`config.mk`:
```
export PLATFORM = sky130hd
export DESIGN_NAME = ascii_hex_word_parser_unit
export DESIGN_NICKNAME = d
export VERILOG_FILES = /design/src/rtl/core/ahwp_pkg.sv /design/src/rtl/core/ahwp_parser.sv /design/src/rtl/core/ahwp_result_buf.sv /design/src/rtl/core/ascii_hex_word_parser_unit.sv
export SDC_FILE = /design/constraint.sdc
export NUM_CORES = 1
export LEC_CHECK = 0
export BUFFER_PORTS_ARGS = -buffer_cell sky130_fd_sc_hd__buf_4
export CAP_MARGIN = 10
export CORE_ASPECT_RATIO = 0.9
export CORE_UTILIZATION = 65
export DETAILED_ROUTE_END_ITERATION = 16
export PLACE_DENSITY = 0.85
export SYNTH_ARGS = -nofsm -noshare
export SYNTH_HDL_FRONTEND = slang
export SYNTH_SLANG_ARGS = --single-unit
```
`constraint.sdc`:
```
create_clock -name clk -period 9.3 [get_ports clk]
set_input_delay 0.465 -clock clk [delete_from_list [all_inputs] [get_ports clk]]
set_output_delay 0.465 -clock clk [all_outputs]
set_load 0.02 [all_outputs]
```
`src/rtl/core/ahwp_pkg.sv`:
```
`timescale 1ns / 1ps

package ahwp_pkg;

	// Largest number of results that one item can cause.
	localparam int MAX_RESULTS = 4;
	localparam int IDX_W = $clog2(MAX_RESULTS);
	localparam int CNT_W = $clog2(MAX_RESULTS + 1);

	// Width of the assembled word: the last eight digits are kept.
	localparam int WORD_W = 32;

	// Characters with a meaning of their own.
	localparam logic [7:0] CH_SPACE   = 8'h20;
	localparam logic [7:0] CH_TAB     = 8'h09;
	localparam logic [7:0] CH_NEWLINE = 8'h0A;
	localparam logic [7:0] CH_HASH    = 8'h23;
	localparam logic [7:0] CH_ZERO    = 8'h30;
	localparam logic [7:0] CH_NINE    = 8'h39;
	localparam logic [7:0] CH_LOWER_A = 8'h61;
	localparam logic [7:0] CH_LOWER_F = 8'h66;
	localparam logic [7:0] CH_X       = 8'h78;

	typedef enum logic [1:0] {
		KIND_DATA  = 2'd0,
		KIND_ERROR = 2'd1,
		KIND_END   = 2'd2
	} kind_t;

	typedef enum logic [2:0] {
		ERR_NONE      = 3'd0,
		ERR_BAD_CHAR  = 3'd1,
		ERR_BAD_ZERO  = 3'd2,
		ERR_BAD_WORD  = 3'd3,
		ERR_EARLY_END = 3'd4
	} err_t;

	typedef enum logic [2:0] {
		MODE_SKIP    = 3'd0,
		MODE_COMMENT = 3'd1,
		MODE_ZERO    = 3'd2,
		MODE_WORD    = 3'd3
	} mode_t;

	// One result item.
	typedef struct packed {
		kind_t      kind;
		logic [7:0] data;
		logic       last;
		err_t       code;
	} result_t;

	// All results caused by one input item.
	typedef struct packed {
		result_t [MAX_RESULTS-1:0] res;
		logic [CNT_W-1:0]          count;
	} batch_t;

	// Status of the result buffer seen by the parser.
	typedef struct packed {
		logic             free;
		logic [CNT_W-1:0] remaining;
	} buf_stat_t;

endpackage

```
`src/rtl/core/ahwp_parser.sv`:
```
`timescale 1ns / 1ps

module ahwp_parser #(
	parameter int DIGITS_PER_WORD = 8
) (
	input  logic                clk,
	input  logic                arst_n,
	input  logic                in_valid,
	output logic                in_stall,
	input  logic [7:0]          text_char,
	input  logic                end_of_input,
	input  ahwp_pkg::buf_stat_t buf_stat,
	output logic                load,
	output ahwp_pkg::batch_t    batch
);
	import ahwp_pkg::*;

	localparam int NBYTES_RAW = (DIGITS_PER_WORD + 1) / 2;
	localparam int NBYTES = (NBYTES_RAW > MAX_RESULTS) ? MAX_RESULTS :
		((NBYTES_RAW < 1) ? 1 : NBYTES_RAW);
	localparam logic [4:0] DIGITS_W = 5'(DIGITS_PER_WORD);

	// Returns the digit value with a valid flag on top.
	function automatic logic [4:0] nibble_of(input logic [7:0] ch);
		logic [7:0] diff;
		begin
			diff = 8'd0;
			if (ch >= CH_ZERO && ch <= CH_NINE) begin
				diff = ch - CH_ZERO;
				nibble_of = {1'b1, diff[3:0]};
			end else if (ch >= CH_LOWER_A && ch <= CH_LOWER_F) begin
				diff = ch - CH_LOWER_A + 8'd10;
				nibble_of = {1'b1, diff[3:0]};
			end else begin
				nibble_of = 5'd0;
			end
		end
	endfunction

	logic              valid_s1;
	logic [7:0]        char_s1;
	logic              end_s1;
	mode_t             mode_q, mode_d;
	logic [3:0]        dcnt_q, dcnt_d;
	logic [WORD_W-1:0] word_q, word_d;
	err_t              sticky_q, sticky_d;
	logic              commit;

	// The held item moves on once its results fit in the buffer.
	assign commit   = valid_s1 && ((batch.count == '0) || buf_stat.free);
	assign load     = commit && (batch.count != '0);
	assign in_stall = valid_s1 && !commit;

	// Input register.
	always_ff @(posedge clk or negedge arst_n) begin
		if (!arst_n) begin
			valid_s1 <= 1'b0;
		end else if (in_valid && !in_stall) begin
			valid_s1 <= 1'b1;
		end else if (commit) begin
			valid_s1 <= 1'b0;
		end
	end

	always_ff @(posedge clk) begin
		if (in_valid && !in_stall) begin
			char_s1 <= text_char;
			end_s1  <= end_of_input;
		end
	end

	// Parser state, updated when the held item is committed.
	always_ff @(posedge clk or negedge arst_n) begin
		if (!arst_n) begin
			mode_q   <= MODE_SKIP;
			dcnt_q   <= '0;
			word_q   <= '0;
			sticky_q <= ERR_NONE;
		end else if (commit) begin
			mode_q   <= mode_d;
			dcnt_q   <= dcnt_d;
			word_q   <= word_d;
			sticky_q <= sticky_d;
		end
	end

	// Next state and results of the held item.
	always_comb begin
		logic [4:0]        nib_info;
		logic              is_hex;
		logic [3:0]        nib;
		logic              take;
		logic [4:0]        cnt_base;
		logic [WORD_W-1:0] word_base;
		logic [4:0]        cnt_t;
		logic [WORD_W-1:0] word_t;
		logic              raise;
		err_t              raise_code;

		nib_info   = nibble_of(char_s1);
		is_hex     = nib_info[4];
		nib        = nib_info[3:0];
		take       = 1'b0;
		cnt_base   = '0;
		word_base  = '0;
		cnt_t      = '0;
		word_t     = '0;
		raise      = 1'b0;
		raise_code = ERR_NONE;
		mode_d     = mode_q;
		dcnt_d     = dcnt_q;
		word_d     = word_q;
		sticky_d   = sticky_q;
		batch      = '0;

		if (end_s1) begin
			// End of text: report an unfinished word, then the end status.
			if (sticky_q == ERR_NONE && (mode_q == MODE_ZERO || mode_q == MODE_WORD)) begin
				batch.res[0] = result_t'{kind: KIND_ERROR, data: 8'd0, last: 1'b0,
					code: ERR_EARLY_END};
				batch.res[1] = result_t'{kind: KIND_END, data: 8'd0, last: 1'b0,
					code: ERR_EARLY_END};
				batch.count  = CNT_W'(2);
			end else begin
				batch.res[0] = result_t'{kind: KIND_END, data: 8'd0, last: 1'b0,
					code: sticky_q};
				batch.count  = CNT_W'(1);
			end
			mode_d   = MODE_SKIP;
			dcnt_d   = '0;
			word_d   = '0;
			sticky_d = ERR_NONE;
		end else if (sticky_q == ERR_NONE) begin
			case (mode_q)
				MODE_COMMENT: begin
					if (char_s1 == CH_NEWLINE) begin
						mode_d = MODE_SKIP;
					end
				end
				MODE_ZERO: begin
					if (is_hex) begin
						// The leading zero is the first digit of the word.
						take     = 1'b1;
						cnt_base = 5'd1;
					end else if (char_s1 == CH_X) begin
						dcnt_d = '0;
						word_d = '0;
						mode_d = MODE_WORD;
					end else begin
						raise      = 1'b1;
						raise_code = ERR_BAD_ZERO;
					end
				end
				MODE_WORD: begin
					if (is_hex) begin
						take      = 1'b1;
						cnt_base  = {1'b0, dcnt_q};
						word_base = word_q;
					end else begin
						raise      = 1'b1;
						raise_code = ERR_BAD_WORD;
					end
				end
				default: begin
					mode_d = MODE_SKIP;
					if (char_s1 inside {CH_SPACE, CH_TAB, CH_NEWLINE}) begin
						mode_d = MODE_SKIP;
					end else if (char_s1 == CH_HASH) begin
						mode_d = MODE_COMMENT;
					end else if (char_s1 == CH_ZERO) begin
						mode_d = MODE_ZERO;
					end else if (is_hex) begin
						take = 1'b1;
					end else begin
						raise      = 1'b1;
						raise_code = ERR_BAD_CHAR;
					end
				end
			endcase

			// First error of the file: one report, then silence until the end.
			if (raise) begin
				sticky_d     = raise_code;
				batch.res[0] = result_t'{kind: KIND_ERROR, data: 8'd0, last: 1'b0,
					code: raise_code};
				batch.count  = CNT_W'(1);
			end

			// Shift in a digit and emit the word once it is full.
			if (take) begin
				word_t = {word_base[WORD_W-5:0], nib};
				cnt_t  = cnt_base + 5'd1;
				if (cnt_t < DIGITS_W) begin
					dcnt_d = cnt_t[3:0];
					word_d = word_t;
					mode_d = MODE_WORD;
				end else begin
					for (int k = 0; k < NBYTES; k++) begin
						batch.res[k] = result_t'{kind: KIND_DATA, data: word_t[8*k +: 8],
							last: (k == NBYTES - 1), code: ERR_NONE};
					end
					batch.count = CNT_W'(NBYTES);
					dcnt_d      = '0;
					word_d      = '0;
					mode_d      = MODE_SKIP;
				end
			end
		end
	end

endmodule

```
`src/rtl/core/ahwp_result_buf.sv`:
```
`timescale 1ns / 1ps

module ahwp_result_buf (
	input  logic                clk,
	input  logic                arst_n,
	input  logic                load,
	input  ahwp_pkg::batch_t    batch,
	output ahwp_pkg::buf_stat_t buf_stat,
	output logic                out_valid,
	input  logic                out_stall,
	output ahwp_pkg::result_t   out_item
);
	import ahwp_pkg::*;

	result_t [MAX_RESULTS-1:0] res_q;
	logic [CNT_W-1:0]          rem_q;
	logic [IDX_W-1:0]          idx_q;
	logic                      pop;

	assign out_valid = (rem_q != '0);
	assign pop       = out_valid && !out_stall;
	assign out_item  = res_q[idx_q];

	// A new batch may enter when the buffer is empty or hands over its last item.
	assign buf_stat.free      = (rem_q == '0) || ((rem_q == CNT_W'(1)) && pop);
	assign buf_stat.remaining = rem_q;

	// Count and read index of the pending results.
	always_ff @(posedge clk or negedge arst_n) begin
		if (!arst_n) begin
			rem_q <= '0;
			idx_q <= '0;
		end else if (load) begin
			rem_q <= batch.count;
			idx_q <= '0;
		end else if (pop) begin
			rem_q <= rem_q - CNT_W'(1);
			idx_q <= idx_q + IDX_W'(1);
		end
	end

	// Result payload.
	always_ff @(posedge clk) begin
		if (load) begin
			res_q <= batch.res;
		end
	end

endmodule

```
`src/rtl/core/ascii_hex_word_parser_unit.sv`:
```
`timescale 1ns / 1ps

// Hex text to binary word converter. Characters enter one per cycle while not
// stalled; a character is registered, parsed in the following cycle, and its
// results (up to four) are loaded into a result register and delivered one per
// cycle while out_stall is low, so the first result leaves after the input register
// and then the result register. Items that cause no result, such as the digits of a
// word, go on at one per cycle while earlier results drain. An item that causes
// results waits in the input register until the result register is empty or
// hands over its last item, so a word of eight digits sustains one character per
// cycle while out_stall is low. There is no clearing pass after reset.
module ascii_hex_word_parser_unit #(
	parameter int DIGITS_PER_WORD = 8
) (
	input  logic       clk,
	input  logic       arst_n,
	input  logic       in_valid,
	output logic       in_stall,
	input  logic [7:0] text_char,
	input  logic       end_of_input,
	output logic       out_valid,
	input  logic       out_stall,
	output logic [1:0] result_kind,
	output logic [7:0] data_byte,
	output logic       last_of_word,
	output logic [2:0] error_code
);
	import ahwp_pkg::*;

	logic      load;
	batch_t    batch;
	buf_stat_t buf_stat;
	result_t   out_item;

	// Character parser with its input register.
	ahwp_parser #(
		.DIGITS_PER_WORD(DIGITS_PER_WORD)
	) u_parser (
		.clk         (clk),
		.arst_n      (arst_n),
		.in_valid    (in_valid),
		.in_stall    (in_stall),
		.text_char   (text_char),
		.end_of_input(end_of_input),
		.buf_stat    (buf_stat),
		.load        (load),
		.batch       (batch)
	);

	// Result register that delivers one item per cycle unless the output stalls.
	ahwp_result_buf u_result_buf (
		.clk      (clk),
		.arst_n   (arst_n),
		.load     (load),
		.batch    (batch),
		.buf_stat (buf_stat),
		.out_valid(out_valid),
		.out_stall(out_stall),
		.out_item (out_item)
	);

	assign result_kind  = out_item.kind;
	assign data_byte    = out_item.data;
	assign last_of_word = out_item.last;
	assign error_code   = out_item.code;

	// A batch is loaded only when the buffer has room for it.
	a_load_free: assert property (@(posedge clk) disable iff (!arst_n)
		load |-> buf_stat.free)
		else $error("result batch loaded while results were pending");

	// The buffer never counts more results than one item can cause.
	a_rem_bound: assert property (@(posedge clk) disable iff (!arst_n)
		buf_stat.remaining <= CNT_W'(MAX_RESULTS))
		else $error("result count out of range");

	// Data bytes never carry an error code.
	a_data_clean: assert property (@(posedge clk) disable iff (!arst_n)
		(out_valid && result_kind == KIND_DATA) |-> error_code == ERR_NONE)
		else $error("data byte with error code");

endmodule

```
==> results of run 1 <==
## cell families after synthesis
group,after synthesis,share of synthesized area
and+or+nand+nor,141,0.1775
DFF,89,0.5441
AOI/OAI and AO/OA,67,0.1247
buffers and inverters,34,0.03483
muxes,22,0.07409
adders and majority gates,12,0.03318
xor gates and xnor gates,6,0.01161
## worst paths after layout
check	from	to	slack [ns]	cells past startpoint
max in group asynchronous	arst_n	u_parser.dcnt_q[1]$_DFFE_PN0P_	8.84	1
worst max register to register	u_parser.char_s1[0]$_DFFE_PP_	u_parser.word_q[3]$_DFFE_PN0P_	4.39	12
min in group clk	text_char[6]	u_parser.char_s1[6]$_DFFE_PP_	0.27	1
worst max-delay path	u_parser.char_s1[0]$_DFFE_PP_	u_parser.word_q[3]$_DFFE_PN0P_	4.39	12
worst min-delay path	arst_n	u_parser.word_q[27]$_DFFE_PN0P_	0.08	1
worst min register to register	u_parser.word_q[26]$_DFFE_PN0P_	u_parser.word_q[26]$_DFFE_PN0P_	0.50	1
## through the flow
step                      area [µm²]  cells  hold slack (ns)  setup WS, ns  power, mW
final                           4977    485          0.07672         4.393      1.422
after global routing            4977    485           0.1167         4.212      1.492
after CTS                       4977    485          0.08923         4.438      1.426
after detailed placement        4766    469           0.4792         4.436      1.149
after global placement          4766    469           0.4628         4.707      1.126
after floorplan                 4526    371           0.1694         4.902     0.9983
## where the power goes
| part | internal [mW] | switching (mW) | total (mW) |
|---|---|---|---|
| clock | 0.129 | 0.147 | 0.276 |
| sequential | 0.530 | 0.0786 | 0.609 |
| combinational | 0.220 | 0.317 | 0.537 |
## placed cells by master, fill, tap and decap left out, types with 3 or more instances in the layout
| cell type | Yosys | layout |
|---|---|---|
| inv_6 | 0 | 3 |
| a21oi_1 | 6 | 6 |
| or2_2 | 4 | 4 |
| nor4_1 | 8 | 8 |
| edfxtp_1 | 47 | 47 |
| inv_1 | 11 | 11 |
| nand3_1 | 26 | 26 |
| nor2b_1 | 12 | 12 |
| nor3_1 | 5 | 4 |
| buf_4 | 3 | 31 |
| nand2_1 | 18 | 18 |
| mux4_2 | 8 | 8 |
| mux2_2 | 8 | 8 |
| and2_1 | 32 | 32 |
| mux2i_1 | 5 | 5 |
| o21ai_0 | 5 | 5 |
| ha_1 | 12 | 12 |
| a31oi_1 | 3 | 3 |
| o2bb2ai_1 | 24 | 24 |
| nor2_1 | 15 | 15 |
| clkbuf_8 | 0 | 9 |
| dfrtp_1 | 42 | 42 |
| nand3b_1 | 3 | 3 |
| xnor2_1 | 4 | 4 |
| nand4b_1 | 4 | 4 |
| o31a_1 | 3 | 3 |
## cell type report
| class | instances | area (µm²) |
|---|---|---|
| sequential | 89 | 2462 |
| multi-input combinational | 248 | 1917 |
| fill | 434 | 1679 |
| timing repair buffer | 31 | 232.7 |
| clock buffer | 9 | 123.9 |
| tap | 90 | 112.6 |
| clock inverter | 7 | 87.58 |
| inverter | 11 | 41.29 |
## state kept, by name, indices dropped and copies added (netlist names)
signal / count
u_result_buf.res_q: 38
u_parser.char_s1: 8
u_parser.sticky_q: 2
u_parser.word_q: 28
u_parser.mode_q: 2
u_parser.end_s1: 1
u_parser.valid_s1: 1
u_result_buf.idx_q: 2
u_result_buf.rem_q: 3
u_parser.dcnt_q: 4
## metal layers
metal | up-vias | GRT usage
li1 | 1431 | -
met1 | 1520 | 0.3501
met2 | 132 | 0.4292
met3 | 31 | 0.06835
met4 | 0 | 0.1145
met5 | - | 0
==> flow_summary.ini, run 1 <==
[outcome]
outcome = complete, no violations

[synthesis]
synth-seq-cells = 89
synth_seq_area_share = 0.5441
synthTopCellsByArea = edfxtp_1 31%, dfrtp_1 23%, o2bb2ai_1 4.6%
synth_ff_type = edfxtp_1
synthDominantAreaCellType = edfxtp_1
cell_area_after_synthesis_mm2 = 0.004526
synthArstFlopShare = 0.4719
yosysWarningCount = 0
synth_cells = 371
yosysUniqueCellTypes = 62
total_nets_after_synthesis = 396
yosys.cell_count.top_type = edfxtp_1
post-synth-top-area-fraction = 0.3119
synth-edff-count = 47
post_synth_most_frequent_cells = 47 x edfxtp_1, 42 x dfrtp_1, 32 x and2_1
syn_area_per_cell_um2 = 12.20

[detailed_routing]
ant_nets = 0
routed.top_layer = met4
detail_route.wirelength.met1_um = 3960
initialDrtViolationCount = 289
wl_per_cell_um = 19.11
drc = 0
drt-total-wl_um = 9266
detailroute.wirelength.met2_um = 4389
detailroute.via_count = 3114
avgViaCountPerCell = 6.421
first_pass_detailed_route_iteration_total = 5
wl_met3_um = 723

[critical_path]
worst-endpoint-required_ns = 9.56
critPathLaunchType = flip-flop
arrival_time_at_the_worst_endpoint_ns = 5.17
critical_path.top_delay_family = simple AND/OR/NAND/NOR gates
crit_path_cell_trace = inv_1 -> ha_1 -> or4b_4 -> and4_4 -> nor2_1 -> nor2_1 -> ha_1 -> nand2b_1 -> o311ai_1 -> nor4_2 -> or4_1 -> mux2_4
slowest_delay_ns = 1.06
path_max_fanout = 32
criticalPathCategory = reg2reg
cp.buffers_inverters = 1
critPathSlowestCell = or4_1
nature_of_the_critical_path_endpoint = flip-flop

[cts]
path_clk_slew_ns = 0.09
tritoncts.num_buffers = 9
insertion_delay_ns = 0.37
post_cts_hold_buffer_count = 0
cts_max_path_buffers = 2
cts_resized = 0
cts_sinks = 89
clock-root-buffer = clkbuf_8
post-cts-setup-buffers = 0
cts_tree = built
h-tree-depth = 3

[sta]
setup_tns_ns = 0
worst_slew_margin_rel = 0.2249
max_clock_freq_mhz = 203.8
finalSetupViolCount = 0
rsz0062_at_grt = no
report.final.slew_viol_count = 0
worst_slew_pin_slew_ns = 1.163
timing.final.crit_share = 0.5277
timing_hold_violations_final = 0
finClkSkew_ns = 0.009274
period_minus_slack_ns = 4.907

[pwr]
total_leakage_power_nw = 1.920
power_density_mw_per_mm2 = 285.6
vdd.ir_drop.worst_v = 0.0001498

[global_route]
number_of_antenna_violations_at_the_first_check_in_global_routing = 0
first_global_vias = 2832
grt_max_degree = 44
final_global_route_overflow_total = 0
first_pass_grt_wire_length_um = 14430
globalRouteTotalUtil = 0.2666

[cells_and_area]
finish.utilization = 0.7477
synthToLayoutAreaGrowth_pct = 9.981
finish.net_count = 415
antennaDiodeCount = 0
final_layout_size_suffix_gt1_frac = 0.2000

[job]
maxCapViolCount = 0

[floorplanning]
floorplan.core_area_mm2 = 0.006656
pin_count = 29
die_height_um = 81.16
floorplan.die_area_mm2 = 0.007301
start_util = 0.6799
num_rows = 28
chipWidth_um = 89.96

[place]
finalWeightedCongestion = 0.9637
detailedPlacementHpwl_um = 6295
io_buffer_count = 28

[min_path]
hold_class = in2async
Note: power is estimated with default switching activity, not from simulation.
==> run 2: changes to the inputs <==
- CORE_UTILIZATION: 65 -> 55
- PLACE_DENSITY: 0.85 -> 0.76
- clock period: 9.3 -> 4 ns (I/O delays scaled with it)
==> flow_summary.ini, run 2 (synthesis gave the netlist of run 1 again) <==
[cells_and_area]
largest_register = u_result_buf.res_q
fill_cells = 623
biggestRegsByFlops = u_result_buf.res_q: 38 flops, u_parser.word_q: 28 flops, u_parser.char_s1: 8 flops
finish.net_count = 435
most-common-layout-cells = 47 x edfxtp_1, 44 x buf_4, 42 x dfrtp_1
largest_register_ff_count = 38
layout_commonest_cell = edfxtp_1
ff_latch_area_mm2 = 0.002462
multi_input_comb_area_mm2 = 0.001934
synthToLayoutAreaGrowth_pct = 14.32
final_layout_size_suffix_gt1_frac = 0.2289
antennaDiodeCount = 0

[outcome]
outcome = finished with violations
failed_checks = design-rule violations

[floorplanning]
pin_count = 29
chipWidth_um = 97.62
floorplan.die_area_mm2 = 0.008595
num_rows = 31
floorplan.core_area_mm2 = 0.008029
die_height_um = 88.06
start_util = 0.5637

[critical_path]
nature_of_the_critical_path_endpoint = output port
worst_setup_path_startpoint = u_parser.char_s1[0]$_DFFE_PP_
critPathLaunchType = flip-flop
worstReg2RegStart = u_parser.char_s1[0]$_DFFE_PP_
path_max_fanout = 5
worst-endpoint-required_ns = 3.80
arrival_time_at_the_worst_endpoint_ns = 3.62
criticalPathCategory = reg2out

[pwr]
vdd.ir_drop.worst_v = 0.0002983
total_leakage_power_nw = 2.017
finalPower_mw = 3.393
power_density_mw_per_mm2 = 655.9

[sta]
setup_tns_ns = 0
timing_hold_violations_final = 0
finalSetupViolCount = 0
timing.final.crit_share = 0.9555
report.final.slew_viol_count = 0
worst_slew_margin_rel = 0.5354
worst_slew_pin_slew_ns = 0.6969
finClkSkew_ns = 0.01050
max_clock_freq_mhz = 261.7
period_minus_slack_ns = 3.822

[cts]
tritoncts.num_buffers = 9
clock-root-buffer = clkbuf_8
path_clk_slew_ns = 0.09
cts_tree = built
cts_max_path_buffers = 2
cts_sinks = 89
insertion_delay_ns = 0.36
h-tree-depth = 3

[place]
io_buffer_count = 28
finalWeightedCongestion = 0.8890
detailedPlacementHpwl_um = 6071

[detailed_routing]
ant_nets = 0
wl_per_cell_um = 17.25
drc = 2
initialDrtViolationCount = 181
drt-total-wl_um = 8867
avgViaCountPerCell = 6.080
first_pass_detailed_route_iteration_total = 11
detailroute.via_count = 3125

[global_route]
first_global_vias = 2929
globalRouteTotalUtil = 0.2215
first_pass_grt_wire_length_um = 14610
final_global_route_overflow_total = 0
number_of_antenna_violations_at_the_first_check_in_global_routing = 0
grt_max_degree = 43

[min_path]
hold_class = in2reg
holdCritStartpoint = text_char[3]

[job]
maxCapViolCount = 0
run 2: worst paths after layout:
path	cells after the start	end	slack, ns
setup / recovery	12	in_stall	0.18
hold / removal	1	u_parser.char_s1[3]$_DFFE_PP_	0.02
setup reg to reg	12	u_parser.mode_q[1]$_DFFE_PN0P_	0.23
hold reg to reg	1	u_parser.word_q[26]$_DFFE_PN0P_	0.49
min in group asynchronous	2	u_parser.word_q[17]$_DFFE_PN0P_	0.36
max in group asynchronous	2	u_parser.word_q[14]$_DFFE_PN0P_	3.25
run 2: layer usage:
| layer | vias up | routed length [µm] | global-route usage |
|---|---|---|---|
| li1 | 1476 | - | - |
| met1 | 1531 | 4021 | 0.3095 |
| met2 | 109 | 4294 | 0.3565 |
| met3 | 9 | 459 | 0.03512 |
| met4 | 0 | 91 | 0.07989 |
| met5 | - | 0 | 0 |
run 2: layout make-up:
type	count	share of cell area
Clock buffer	10	0.02467
Clock inverter	6	0.01427
Inverter	11	0.007981
Multi-Input combinational cell	248	0.3739
Sequential cell	89	0.4759
Tap cell	99	0.02394
Timing Repair Buffer	51	0.07932
run 2: timing repair:
action | CTS | global route
gates resized for setup | 0 | 3
hold buffers | 5 | 1
setup buffers | 0 | 3
setup endpoints to repair | 0 | 19
endpoints found under the hold margin | 46 | 1
run 2: report_power, final:
group	switching, mW	leakage (nW)	internal (mW)
Combinational	0.784	0.891	0.590
Sequential	0.163	1.03	1.23
Clock	0.332	0.0954	0.298
run 2: metrics by stage:
step,setup WS [ns],hold slack (ns),cells,cell area [µm²],util
global placement,0.1803,0.2187,489,4875,0.6071
floorplan,0.04830,-0.09559,371,4532,-
global route,-0.05380,0.001903,514,5174,0.6444
detailed placement,0.03485,0.2218,489,4875,0.6071
finish,0.1781,0.01618,514,5174,0.6444
CTS,0.006530,0.0005977,510,5126,0.6385
run 2: worst max-delay path: stages, from the launching register on:
cell,delay (ns)
edfxtp_1,0.46
ha_1,0.30
or4b_4,0.56
and4_4,0.17
o21ai_2,0.14
nor2_1,0.06
ha_1,0.23
nand2b_1,0.18
o311ai_2,0.34
buf_4,0.19
nor3_2,0.05
o311a_1,0.40
buf_4,0.18
